==> config.mk <==
export PLATFORM = sky130hd
export DESIGN_NAME = moving_average_filter
export DESIGN_NICKNAME = d
export VERILOG_FILES = /design/src/rtl/mavg_pkg.sv /design/src/rtl/mavg_front.sv /design/src/rtl/mavg_queue.sv /design/src/rtl/mavg_div.sv /design/src/rtl/moving_average_filter.sv
export SDC_FILE = /design/constraint.sdc
export NUM_CORES = 2
export LEC_CHECK = 0
export ABC_AREA = 1
export ABC_CLOCK_PERIOD_IN_PS = 5200
export BUFFER_PORTS_ARGS = -buffer_cell sky130_fd_sc_hd__buf_2
export CORE_AREA = 4 4 357 359
export DETAILED_ROUTE_END_ITERATION = 8
export DIE_AREA = 0 0 361 363
export GPL_ROUTABILITY_DRIVEN = 0
export MAX_ROUTING_LAYER = met4
export PLACE_DENSITY_LB_ADDON = 0.05
export SLEW_MARGIN = 15
export SYNTH_ARGS = -nofsm -noshare
export SYNTH_HDL_FRONTEND = slang
export SYNTH_HIERARCHICAL = 1
export SYNTH_SLANG_ARGS = --single-unit
==> constraint.sdc <==
create_clock -name clk -period 5.2 [get_ports clk]
set_input_delay 0.52 -clock clk [delete_from_list [all_inputs] [get_ports clk]]
set_output_delay 0.52 -clock clk [all_outputs]
set_load 0.03 [all_outputs]
==> src/rtl/mavg_pkg.sv <==
// Package for the moving average filter: default sizes, field widths,
// op codes and the state types of the front and back sequencers. No dependencies.
`default_nettype none

package mavg_pkg;

  localparam int MAX_WINDOW_DEF  = 64;
  localparam int SAMPLE_BITS_DEF = 16;
  localparam int CFG_W           = 7;
  localparam int CNT_OUT_W       = 7;
  localparam int QUEUE_DEPTH     = 2;

  localparam logic OP_SAMPLE  = 1'b0;
  localparam logic OP_RESTART = 1'b1;

  typedef enum logic {
    F_IDLE,
    F_UPDATE
  } front_state_t;

  typedef enum logic [1:0] {
    B_IDLE,
    B_RUN,
    B_DONE
  } back_state_t;

endpackage

`default_nettype wire

==> src/rtl/mavg_front.sv <==
// Front end: takes samples and restarts, keeps the sample ring, write position,
// fill count and running sum, and pushes (fill, sum) to the queue. Uses mavg_pkg.
`default_nettype none

module mavg_front #(
  parameter int MAX_WINDOW  = mavg_pkg::MAX_WINDOW_DEF,
  parameter int SAMPLE_BITS = mavg_pkg::SAMPLE_BITS_DEF,
  parameter int CNT_W       = $clog2(MAX_WINDOW + 1),
  parameter int SUM_W       = SAMPLE_BITS + $clog2(MAX_WINDOW)
) (
  input  wire logic                      clk,
  input  wire logic                      rst_n,
  input  wire logic                      cfg_valid,
  output logic                           cfg_ready,
  input  wire logic [mavg_pkg::CFG_W-1:0] cfg_data,
  input  wire logic                      in_tvalid,
  output logic                           in_tready,
  input  wire logic [SAMPLE_BITS-1:0]    in_sample,
  input  wire logic                      in_op,
  output logic                           q_push,
  input  wire logic                      q_full,
  output logic [CNT_W+SUM_W-1:0]         q_wdata
);
  import mavg_pkg::*;

  localparam int POS_W = $clog2(MAX_WINDOW);
  localparam int CMP_W = (CNT_W > CFG_W) ? CNT_W : CFG_W;

  front_state_t state_r, state_nxt;

  logic signed [SAMPLE_BITS-1:0] ring [MAX_WINDOW];
  logic signed [SAMPLE_BITS-1:0] sample_r;
  logic signed [SAMPLE_BITS-1:0] old_r;
  logic [POS_W-1:0]              addr_r;
  logic [POS_W-1:0]              pos_r, pos_nxt;
  logic [CNT_W-1:0]              fill_r, fill_nxt;
  logic [CNT_W-1:0]              win_r;
  logic signed [SUM_W-1:0]       sum_r, sum_nxt;

  logic [CMP_W-1:0] cfg_ext;
  logic [CMP_W-1:0] cfg_sat;
  logic             cfg_wr;
  logic [POS_W-1:0] pos_eff;
  logic [CNT_W-1:0] pos_inc;
  logic             accept;
  logic             restart;
  logic             win_full;

  assign cfg_ready = 1'b1;
  assign cfg_ext   = CMP_W'(cfg_data);
  assign cfg_sat   = (cfg_ext > CMP_W'(MAX_WINDOW)) ? CMP_W'(MAX_WINDOW) : cfg_ext;
  assign cfg_wr    = cfg_valid && (cfg_data != '0);

  assign pos_eff = (CNT_W'(pos_r) >= win_r) ? '0 : pos_r;
  assign accept  = in_tvalid && in_tready;
  assign restart = accept && (in_op == OP_RESTART);

  assign win_full = (fill_r >= win_r);
  assign fill_nxt = win_full ? fill_r : fill_r + 1'b1;
  assign sum_nxt  = sum_r - (win_full ? SUM_W'(old_r) : '0) + SUM_W'(sample_r);
  assign pos_inc  = CNT_W'(addr_r) + 1'b1;
  assign pos_nxt  = (pos_inc >= win_r) ? '0 : POS_W'(pos_inc);
  assign q_wdata  = {fill_nxt, sum_nxt};

  always_comb begin
    state_nxt = state_r;
    unique case (state_r)
      F_IDLE: begin
        if (in_tvalid && (in_op == OP_SAMPLE)) state_nxt = F_UPDATE;
      end
      F_UPDATE: begin
        if (!q_full) state_nxt = F_IDLE;
      end
      default: state_nxt = F_IDLE;
    endcase
  end

  always_comb begin
    in_tready = 1'b0;
    q_push    = 1'b0;
    unique case (state_r)
      F_IDLE:   in_tready = 1'b1;
      F_UPDATE: q_push    = !q_full;
      default: begin
        in_tready = 1'b0;
        q_push    = 1'b0;
      end
    endcase
  end

  always_ff @(posedge clk) begin
    if (!rst_n) begin
      state_r <= F_IDLE;
    end else begin
      state_r <= state_nxt;
    end
  end

  always_ff @(posedge clk) begin
    if (!rst_n) begin
      win_r  <= CNT_W'(1);
      pos_r  <= '0;
      fill_r <= '0;
      sum_r  <= '0;
    end else if (cfg_wr) begin
      win_r  <= CNT_W'(cfg_sat);
      pos_r  <= '0;
      fill_r <= '0;
      sum_r  <= '0;
    end else if (restart) begin
      pos_r  <= '0;
      fill_r <= '0;
      sum_r  <= '0;
    end else if (q_push) begin
      pos_r  <= pos_nxt;
      fill_r <= fill_nxt;
      sum_r  <= sum_nxt;
    end
  end

  always_ff @(posedge clk) begin
    if (accept) begin
      sample_r <= in_sample;
      addr_r   <= pos_eff;
      old_r    <= ring[pos_eff];
    end
  end

  always_ff @(posedge clk) begin
    if (q_push) ring[addr_r] <= sample_r;
  end

endmodule

`default_nettype wire

==> src/rtl/mavg_queue.sv <==
// Short FIFO of (fill count, running sum) between the front end and the divider.
// Depth default from mavg_pkg.
`default_nettype none

module mavg_queue #(
  parameter int WIDTH = 8,
  parameter int DEPTH = mavg_pkg::QUEUE_DEPTH
) (
  input  wire logic             clk,
  input  wire logic             rst_n,
  input  wire logic             push,
  input  wire logic [WIDTH-1:0] wdata,
  output logic                  full,
  input  wire logic             pop,
  output logic                  empty,
  output logic [WIDTH-1:0]      rdata
);
  import mavg_pkg::*;

  localparam int PTR_W = (DEPTH > 1) ? $clog2(DEPTH) : 1;
  localparam int CNT_W = $clog2(DEPTH + 1);

  logic [WIDTH-1:0] mem [DEPTH];
  logic [PTR_W-1:0] wr_ptr_r, rd_ptr_r;
  logic [CNT_W-1:0] count_r;
  logic             do_push, do_pop;

  assign full    = (count_r == CNT_W'(DEPTH));
  assign empty   = (count_r == '0);
  assign do_push = push && !full;
  assign do_pop  = pop && !empty;
  assign rdata   = mem[rd_ptr_r];

  always_ff @(posedge clk) begin
    if (!rst_n) begin
      wr_ptr_r <= '0;
      rd_ptr_r <= '0;
      count_r  <= '0;
    end else begin
      if (do_push) begin
        wr_ptr_r <= (wr_ptr_r == PTR_W'(DEPTH - 1)) ? '0 : wr_ptr_r + 1'b1;
      end
      if (do_pop) begin
        rd_ptr_r <= (rd_ptr_r == PTR_W'(DEPTH - 1)) ? '0 : rd_ptr_r + 1'b1;
      end
      if (do_push && !do_pop) begin
        count_r <= count_r + 1'b1;
      end else if (do_pop && !do_push) begin
        count_r <= count_r - 1'b1;
      end
    end
  end

  always_ff @(posedge clk) begin
    if (do_push) mem[wr_ptr_r] <= wdata;
  end

endmodule

`default_nettype wire

==> src/rtl/mavg_div.sv <==
// Back end: serial restoring divider, one quotient bit per cycle, of the running
// sum by the fill count, truncating toward zero; holds the result. Uses mavg_pkg.
`default_nettype none

module mavg_div #(
  parameter int SAMPLE_BITS = mavg_pkg::SAMPLE_BITS_DEF,
  parameter int CNT_W       = 7,
  parameter int SUM_W       = 22
) (
  input  wire logic                        clk,
  input  wire logic                        rst_n,
  input  wire logic                        q_empty,
  input  wire logic [CNT_W+SUM_W-1:0]      q_rdata,
  output logic                             q_pop,
  output logic                             out_valid,
  input  wire logic                        out_ready,
  output logic signed [SAMPLE_BITS-1:0]    out_mean,
  output logic [mavg_pkg::CNT_OUT_W-1:0]   out_used
);
  import mavg_pkg::*;

  localparam int STEP_W = $clog2(SUM_W);

  back_state_t state_r, state_nxt;

  logic [SUM_W-1:0]  quo_r;
  logic [CNT_W-1:0]  den_r;
  logic [CNT_W-1:0]  rem_r;
  logic [STEP_W-1:0] step_r;
  logic              neg_r;
  logic              valid_r;

  logic [SUM_W-1:0]  q_sum;
  logic [CNT_W-1:0]  q_cnt;
  logic [CNT_W:0]    trial;
  logic              ge;
  logic              load, run, wr_out;
  logic              last_step;
  logic [SAMPLE_BITS-1:0] q_low;

  assign q_sum     = q_rdata[SUM_W-1:0];
  assign q_cnt     = q_rdata[CNT_W+SUM_W-1:SUM_W];
  assign trial     = {rem_r, quo_r[SUM_W-1]};
  assign ge        = (trial >= {1'b0, den_r});
  assign last_step = (step_r == STEP_W'(SUM_W - 1));
  assign q_low     = quo_r[SAMPLE_BITS-1:0];
  assign out_valid = valid_r;

  always_comb begin
    state_nxt = state_r;
    unique case (state_r)
      B_IDLE: begin
        if (!q_empty) state_nxt = B_RUN;
      end
      B_RUN: begin
        if (last_step) state_nxt = B_DONE;
      end
      B_DONE: begin
        if (!valid_r || out_ready) state_nxt = B_IDLE;
      end
      default: state_nxt = B_IDLE;
    endcase
  end

  always_comb begin
    load   = 1'b0;
    run    = 1'b0;
    wr_out = 1'b0;
    unique case (state_r)
      B_IDLE: load   = !q_empty;
      B_RUN:  run    = 1'b1;
      B_DONE: wr_out = !valid_r || out_ready;
      default: begin
        load   = 1'b0;
        run    = 1'b0;
        wr_out = 1'b0;
      end
    endcase
  end

  assign q_pop = load;

  always_ff @(posedge clk) begin
    if (!rst_n) begin
      state_r <= B_IDLE;
      valid_r <= 1'b0;
    end else begin
      state_r <= state_nxt;
      if (wr_out) begin
        valid_r <= 1'b1;
      end else if (out_ready) begin
        valid_r <= 1'b0;
      end
    end
  end

  always_ff @(posedge clk) begin
    if (load) begin
      neg_r  <= q_sum[SUM_W-1];
      quo_r  <= q_sum[SUM_W-1] ? (~q_sum + 1'b1) : q_sum;
      den_r  <= q_cnt;
      rem_r  <= '0;
      step_r <= '0;
    end else if (run) begin
      rem_r  <= ge ? CNT_W'(trial - {1'b0, den_r}) : CNT_W'(trial);
      quo_r  <= {quo_r[SUM_W-2:0], ge};
      step_r <= step_r + 1'b1;
    end
  end

  always_ff @(posedge clk) begin
    if (wr_out) begin
      out_mean <= neg_r ? signed'(~q_low + 1'b1) : signed'(q_low);
      out_used <= CNT_OUT_W'(den_r);
    end
  end

endmodule

`default_nettype wire

==> src/rtl/moving_average_filter.sv <==
// Moving average filter top level: front end, (fill, sum) queue, serial divider.
// The front end can take a new sample while the one-bit-per-cycle divider is still
// working on earlier ones, as long as the queue has room; a restart gives no result.
// Reset: window size 1, fill count, sum and position cleared; ring not cleared.
`default_nettype none

module moving_average_filter #(
  parameter int MAX_WINDOW  = mavg_pkg::MAX_WINDOW_DEF,
  parameter int SAMPLE_BITS = mavg_pkg::SAMPLE_BITS_DEF
) (
  input  wire logic                                clk,
  input  wire logic                                rst_n,
  input  wire logic                                cfg_valid,
  output logic                                     cfg_ready,
  input  wire logic [mavg_pkg::CFG_W-1:0]          cfg_data,   // window_size
  input  wire logic                                in_tvalid,
  output logic                                     in_tready,
  input  wire logic [((SAMPLE_BITS+7)/8)*8-1:0]    in_tdata,   // sample, zero pad
  input  wire logic [0:0]                          in_tuser,   // op
  output logic                                     out_tvalid,
  input  wire logic                                out_tready,
  output logic [((SAMPLE_BITS+mavg_pkg::CNT_OUT_W+7)/8)*8-1:0]
                                                   out_tdata   // mean, samples_used, zero pad
);
  import mavg_pkg::*;

  localparam int CNT_W  = $clog2(MAX_WINDOW + 1);
  localparam int SUM_W  = SAMPLE_BITS + $clog2(MAX_WINDOW);
  localparam int Q_W    = CNT_W + SUM_W;

  logic                          q_push, q_full, q_pop, q_empty;
  logic [Q_W-1:0]                q_wdata, q_rdata;
  logic signed [SAMPLE_BITS-1:0] mean;
  logic [CNT_OUT_W-1:0]          used;

  mavg_front #(
    .MAX_WINDOW  (MAX_WINDOW),
    .SAMPLE_BITS (SAMPLE_BITS),
    .CNT_W       (CNT_W),
    .SUM_W       (SUM_W)
  ) u_front (
    .clk       (clk),
    .rst_n     (rst_n),
    .cfg_valid (cfg_valid),
    .cfg_ready (cfg_ready),
    .cfg_data  (cfg_data),
    .in_tvalid (in_tvalid),
    .in_tready (in_tready),
    .in_sample (in_tdata[SAMPLE_BITS-1:0]),
    .in_op     (in_tuser[0]),
    .q_push    (q_push),
    .q_full    (q_full),
    .q_wdata   (q_wdata)
  );

  mavg_queue #(
    .WIDTH (Q_W),
    .DEPTH (QUEUE_DEPTH)
  ) u_queue (
    .clk   (clk),
    .rst_n (rst_n),
    .push  (q_push),
    .wdata (q_wdata),
    .full  (q_full),
    .pop   (q_pop),
    .empty (q_empty),
    .rdata (q_rdata)
  );

  mavg_div #(
    .SAMPLE_BITS (SAMPLE_BITS),
    .CNT_W       (CNT_W),
    .SUM_W       (SUM_W)
  ) u_div (
    .clk       (clk),
    .rst_n     (rst_n),
    .q_empty   (q_empty),
    .q_rdata   (q_rdata),
    .q_pop     (q_pop),
    .out_valid (out_tvalid),
    .out_ready (out_tready),
    .out_mean  (mean),
    .out_used  (used)
  );

  always_comb begin
    out_tdata = '0;
    out_tdata[SAMPLE_BITS-1:0] = mean;
    out_tdata[SAMPLE_BITS +: CNT_OUT_W] = used;
  end

`ifndef NO_ASSERTIONS
  a_used_nonzero: assert property (@(posedge clk) disable iff (!rst_n)
    out_tvalid |-> (out_tdata[SAMPLE_BITS +: CNT_OUT_W] != '0))
    else $error("result with zero samples used");

  a_restart_no_push: assert property (@(posedge clk) disable iff (!rst_n)
    (in_tvalid && in_tready && (in_tuser[0] == OP_RESTART)) |=> !q_push)
    else $error("restart pushed a queue entry");

  a_push_blocks_input: assert property (@(posedge clk) disable iff (!rst_n)
    q_push |-> !in_tready)
    else $error("input taken while front end updating");
`endif

endmodule

`default_nettype wire

==> impl_metrics.env <==
export IMPL_status="complete, no violations"
export IMPL_finClkSkew_ns=0.02480
export IMPL_finalHoldViolations=0
export IMPL_synth_nets=5447
export IMPL_cts_root_buf="clkbuf_16"
export IMPL_grtUsageTotal_pct=25.24
export IMPL_endpoint="u_queue/mem[0][20]"
export IMPL_grt_max_degree=152
export IMPL_hold_class="in2reg"
export IMPL_critPathRequiredTime_ns=5.71
export IMPL_cts_sinks=1236
export IMPL_fin_nets=5500
export IMPL_worst_r2r_setup_slack_ns=0.83
export IMPL_wl_per_cell_um=22.65
export IMPL_core_mm2=0.1238
export IMPL_numCtsBuffers=140
export IMPL_min_period_ns=4.370
export IMPL_grt_pass1_wl_um=241300
export IMPL_final_max_slew_violation_count=0
export IMPL_drt_initial_drc_count=3335
export IMPL_drc=0
export IMPL_cp_end_kind="flip-flop"
export IMPL_arrival_ns=4.88
export IMPL_layout_drive_gt1_share_pct=8.606
export IMPL_io_buffers=53
export IMPL_yosysWarnings=6
export IMPL_ioPinCount=56
export IMPL_syn_area_mm2=0.05558
export IMPL_cts_tree="done"
export IMPL_fill_cells=11111
export IMPL_area_growth_pct=12.18
export IMPL_synth_main_ff_cell="edfxtp_1"
export IMPL_peakVddDrop_v=0.0003744
export IMPL_placed_cells=6869
export IMPL_synth_async_sr_flop_share_pct=0
export IMPL_die_w_um=361
export IMPL_cts_resized=0
export IMPL_postSynthCellCount=5339
export IMPL_worst_pin_slew_ns=1.053
export IMPL_reg2reg_from="u_front/win_r[6]"
export IMPL_rr_endpoint="u_queue/mem[0][20]"
export IMPL_grt_setup_unrepaired="false"
export IMPL_ys_seq_elements=1236
export IMPL_final_cells=7134
export IMPL_powerDensity_mw_per_mm2=375.4
export IMPL_seq_area_frac_synth_pct=65.64
export IMPL_regArea_mm2=0.03649
export IMPL_grt_overflow=0
export IMPL_dp_slack_ns=0.8272
export IMPL_ant_nets=0
export IMPL_cp_max_fo=11
export IMPL_synth_edff_count=1173
export IMPL_clk_path_buf_depth=3
export IMPL_first_pass_iters=5
export IMPL_clock_latency_ns=0.78
export IMPL_path_clk_slew_ns=0.05
export IMPL_cp_start_kind="flip-flop"
export IMPL_leakage_nw=25.49
export IMPL_layout_setup_ws_ns=0.8301
export IMPL_wl_um=161600
export IMPL_antenna_found_initial=3
export IMPL_fp_dieH_um=363
export IMPL_critPathLaunch="u_front/win_r[6]"
export IMPL_syn_avg_cell_area_um2=10.41
export IMPL_finalSetupViolCount=0
export IMPL_post_dp_hpwl_um=90310
export IMPL_setup_tns_ns=0
export IMPL_fmax_mhz=228.8
export IMPL_ys_types=50
export IMPL_htreeDepth=4
export IMPL_r2r_cells=20
export IMPL_period_share_pct=84.04
export IMPL_grt_pass1_vias=36454
export IMPL_final_cell_mix="edfxtp_1 (1173), nand2_1 (1084), nand3_1 (736)"
export IMPL_fin_total_pwr_mw=23.41
export IMPL_maxCapViolCount=0
export IMPL_multiInputGateArea_mm2=0.01539
export IMPL_maxSlewHeadroom_pct=29.81
export IMPL_dieArea_mm2=0.1310
export IMPL_num_vias=38199
export IMPL_critical_path_class="reg2reg"
export IMPL_rows=129
export IMPL_final_common_cell="edfxtp_1"
export IMPL_start_util_pct=44.90
export IMPL_avgViaCountPerCell=5.354
power breakdown:
group | switching (mW) | internal, mW | leakage [nW]
combinational | 1.87 | 0.775 | 12.3
sequential | 0.173 | 11.4 | 11.1
clock | 4.02 | 5.19 | 2.04
worst min-delay path by stage:
stage / start / end / slack [ns] / cells after the start
3_3_place_gp: u_div/step_r[4] / u_div/step_r[4] / 0.45 / 1
5_1_grt: in_tuser / u_front/state_r / 0.06 / 4
3_5_place_dp: u_div/step_r[4] / u_div/step_r[4] / 0.45 / 1
6_report: in_tuser / u_front/state_r / 0.07 / 4
4_1_cts: in_tuser / u_front/state_r / 0.009 / 4
2_1_floorplan: u_div/step_r[4] / u_div/step_r[4] / 0.42 / 1
layout make-up:
| cell class | count | area share (%) |
|---|---|---|
| antenna | 1 | 0.004014 |
| clock buffer | 180 | 6.010 |
| clock inverter | 66 | 0.7365 |
| inverter | 680 | 4.114 |
| multi-input combinational | 3130 | 24.69 |
| sequential | 1236 | 58.52 |
| tap | 1637 | 3.285 |
| timing repair buffer | 204 | 2.637 |
logic make-up (layout without fill, tap and decap cells):
| group | Yosys count | count (layout) | share of synthesized area, % |
|---|---|---|---|
| flip-flops | 1236 | 1236 | 65.64 |
| AO/OA/AOI/OAI | 278 | 278 | 2.710 |
| XOR/XNOR | 46 | 46 | 0.7249 |
| buffers and inverters | 973 | 1130 | 6.866 |
| multiplexers | 29 | 29 | 0.6551 |
| other | 2 | 3 | 0.01351 |
| AND/OR/NAND/NOR | 2696 | 2696 | 21.31 |
| adder cells (fa/ha/maj) | 79 | 79 | 2.076 |
cells in the mapped netlist, types with 19 or more instances:
library cell  count  area (µm²)
mux2_2           19       214.0
nand4_1         229        1433
nor2_1          557        2091
edfxtp_1       1173       35220
buf_2            93       465.5
or2_2            48       300.3
clkbuf_1        169       634.4
o21ai_1          27       135.1
a21oi_1          70       350.3
inv_1           677        2541
nand3_1         740        3704
dfxtp_1          63        1261
nand2_1        1085        4073
xor2_1           35       306.5
fa_1             22       440.4
o21ai_0         141       705.7
buf_1            23       86.33
ha_1             57       713.2
per-layer routing:
layer | routed length [µm] | track usage [%] | part of all wire (%) | up-vias
li1 | - | - | - | 18191
met1 | 70430 | 33.53 | 44 | 18561
met2 | 77320 | 40.44 | 48 | 1177
met3 | 8685 | 3.384 | 5.4 | 270
met4 | 5151 | 8.433 | 3.2 | 0
met5 | 0 | - | 0 | -
timing repair:
| item | in CTS | in global routing |
|---|---|---|
| endpoints found under the hold margin | 18 | 0 |
| buffers inserted | 0 | 0 |
| hold buffers | 18 | 0 |
| endpoints found under the setup margin | 0 | 0 |
registers in the layout, indices dropped and copies added (netlist names), 2 cells and up, named ones only:
register / cells
u_div/quo_r: 22
u_front/fill_r: 7
u_div/out_used: 7
u_front/old_r: 16
u_div/step_r: 5
u_div/rem_r: 7
u_front/pos_r: 6
u_front/ring: 1024
u_queue/count_r: 2
u_front/addr_r: 6
u_div/den_r: 7
u_front/sample_r: 16
u_div/out_mean: 16
u_div/state_r: 2
u_queue/mem: 58
u_front/sum_r: 22
u_front/win_r: 7
worst max-delay path, stage by stage, from the launching register on:
cell and delay, ns:
dfxtp_1 0.36, inv_1 0.11, ha_1 0.32, a21oi_1 0.14, o21a_1 0.13, nand3_1 0.48
buf_4 0.39, nand2_1 0.07, inv_1 0.07, fa_1 0.49, inv_1 0.05, ha_1 0.34
nand2_1 0.11, inv_1 0.06, a21oi_1 0.09, o21ai_0 0.39, nand3_1 0.13, nand2_1 0.15
nand2_1 0.09, nand3_1 0.09, nand2_1 0.07
metrics by stage:
step / util [%] / hold WS [ns] / cell area [µm²]
after floorplan: - / 0.4226 / 55580
after global placement: 46.82 / 0.4463 / 57960
after detailed placement: 46.82 / 0.4502 / 57960
after CTS: 50.36 / 0.009114 / 62340
after global routing: 50.36 / 0.06116 / 62340
final: 50.36 / 0.06893 / 62350
Note: power is estimated with default switching activity, not from simulation.
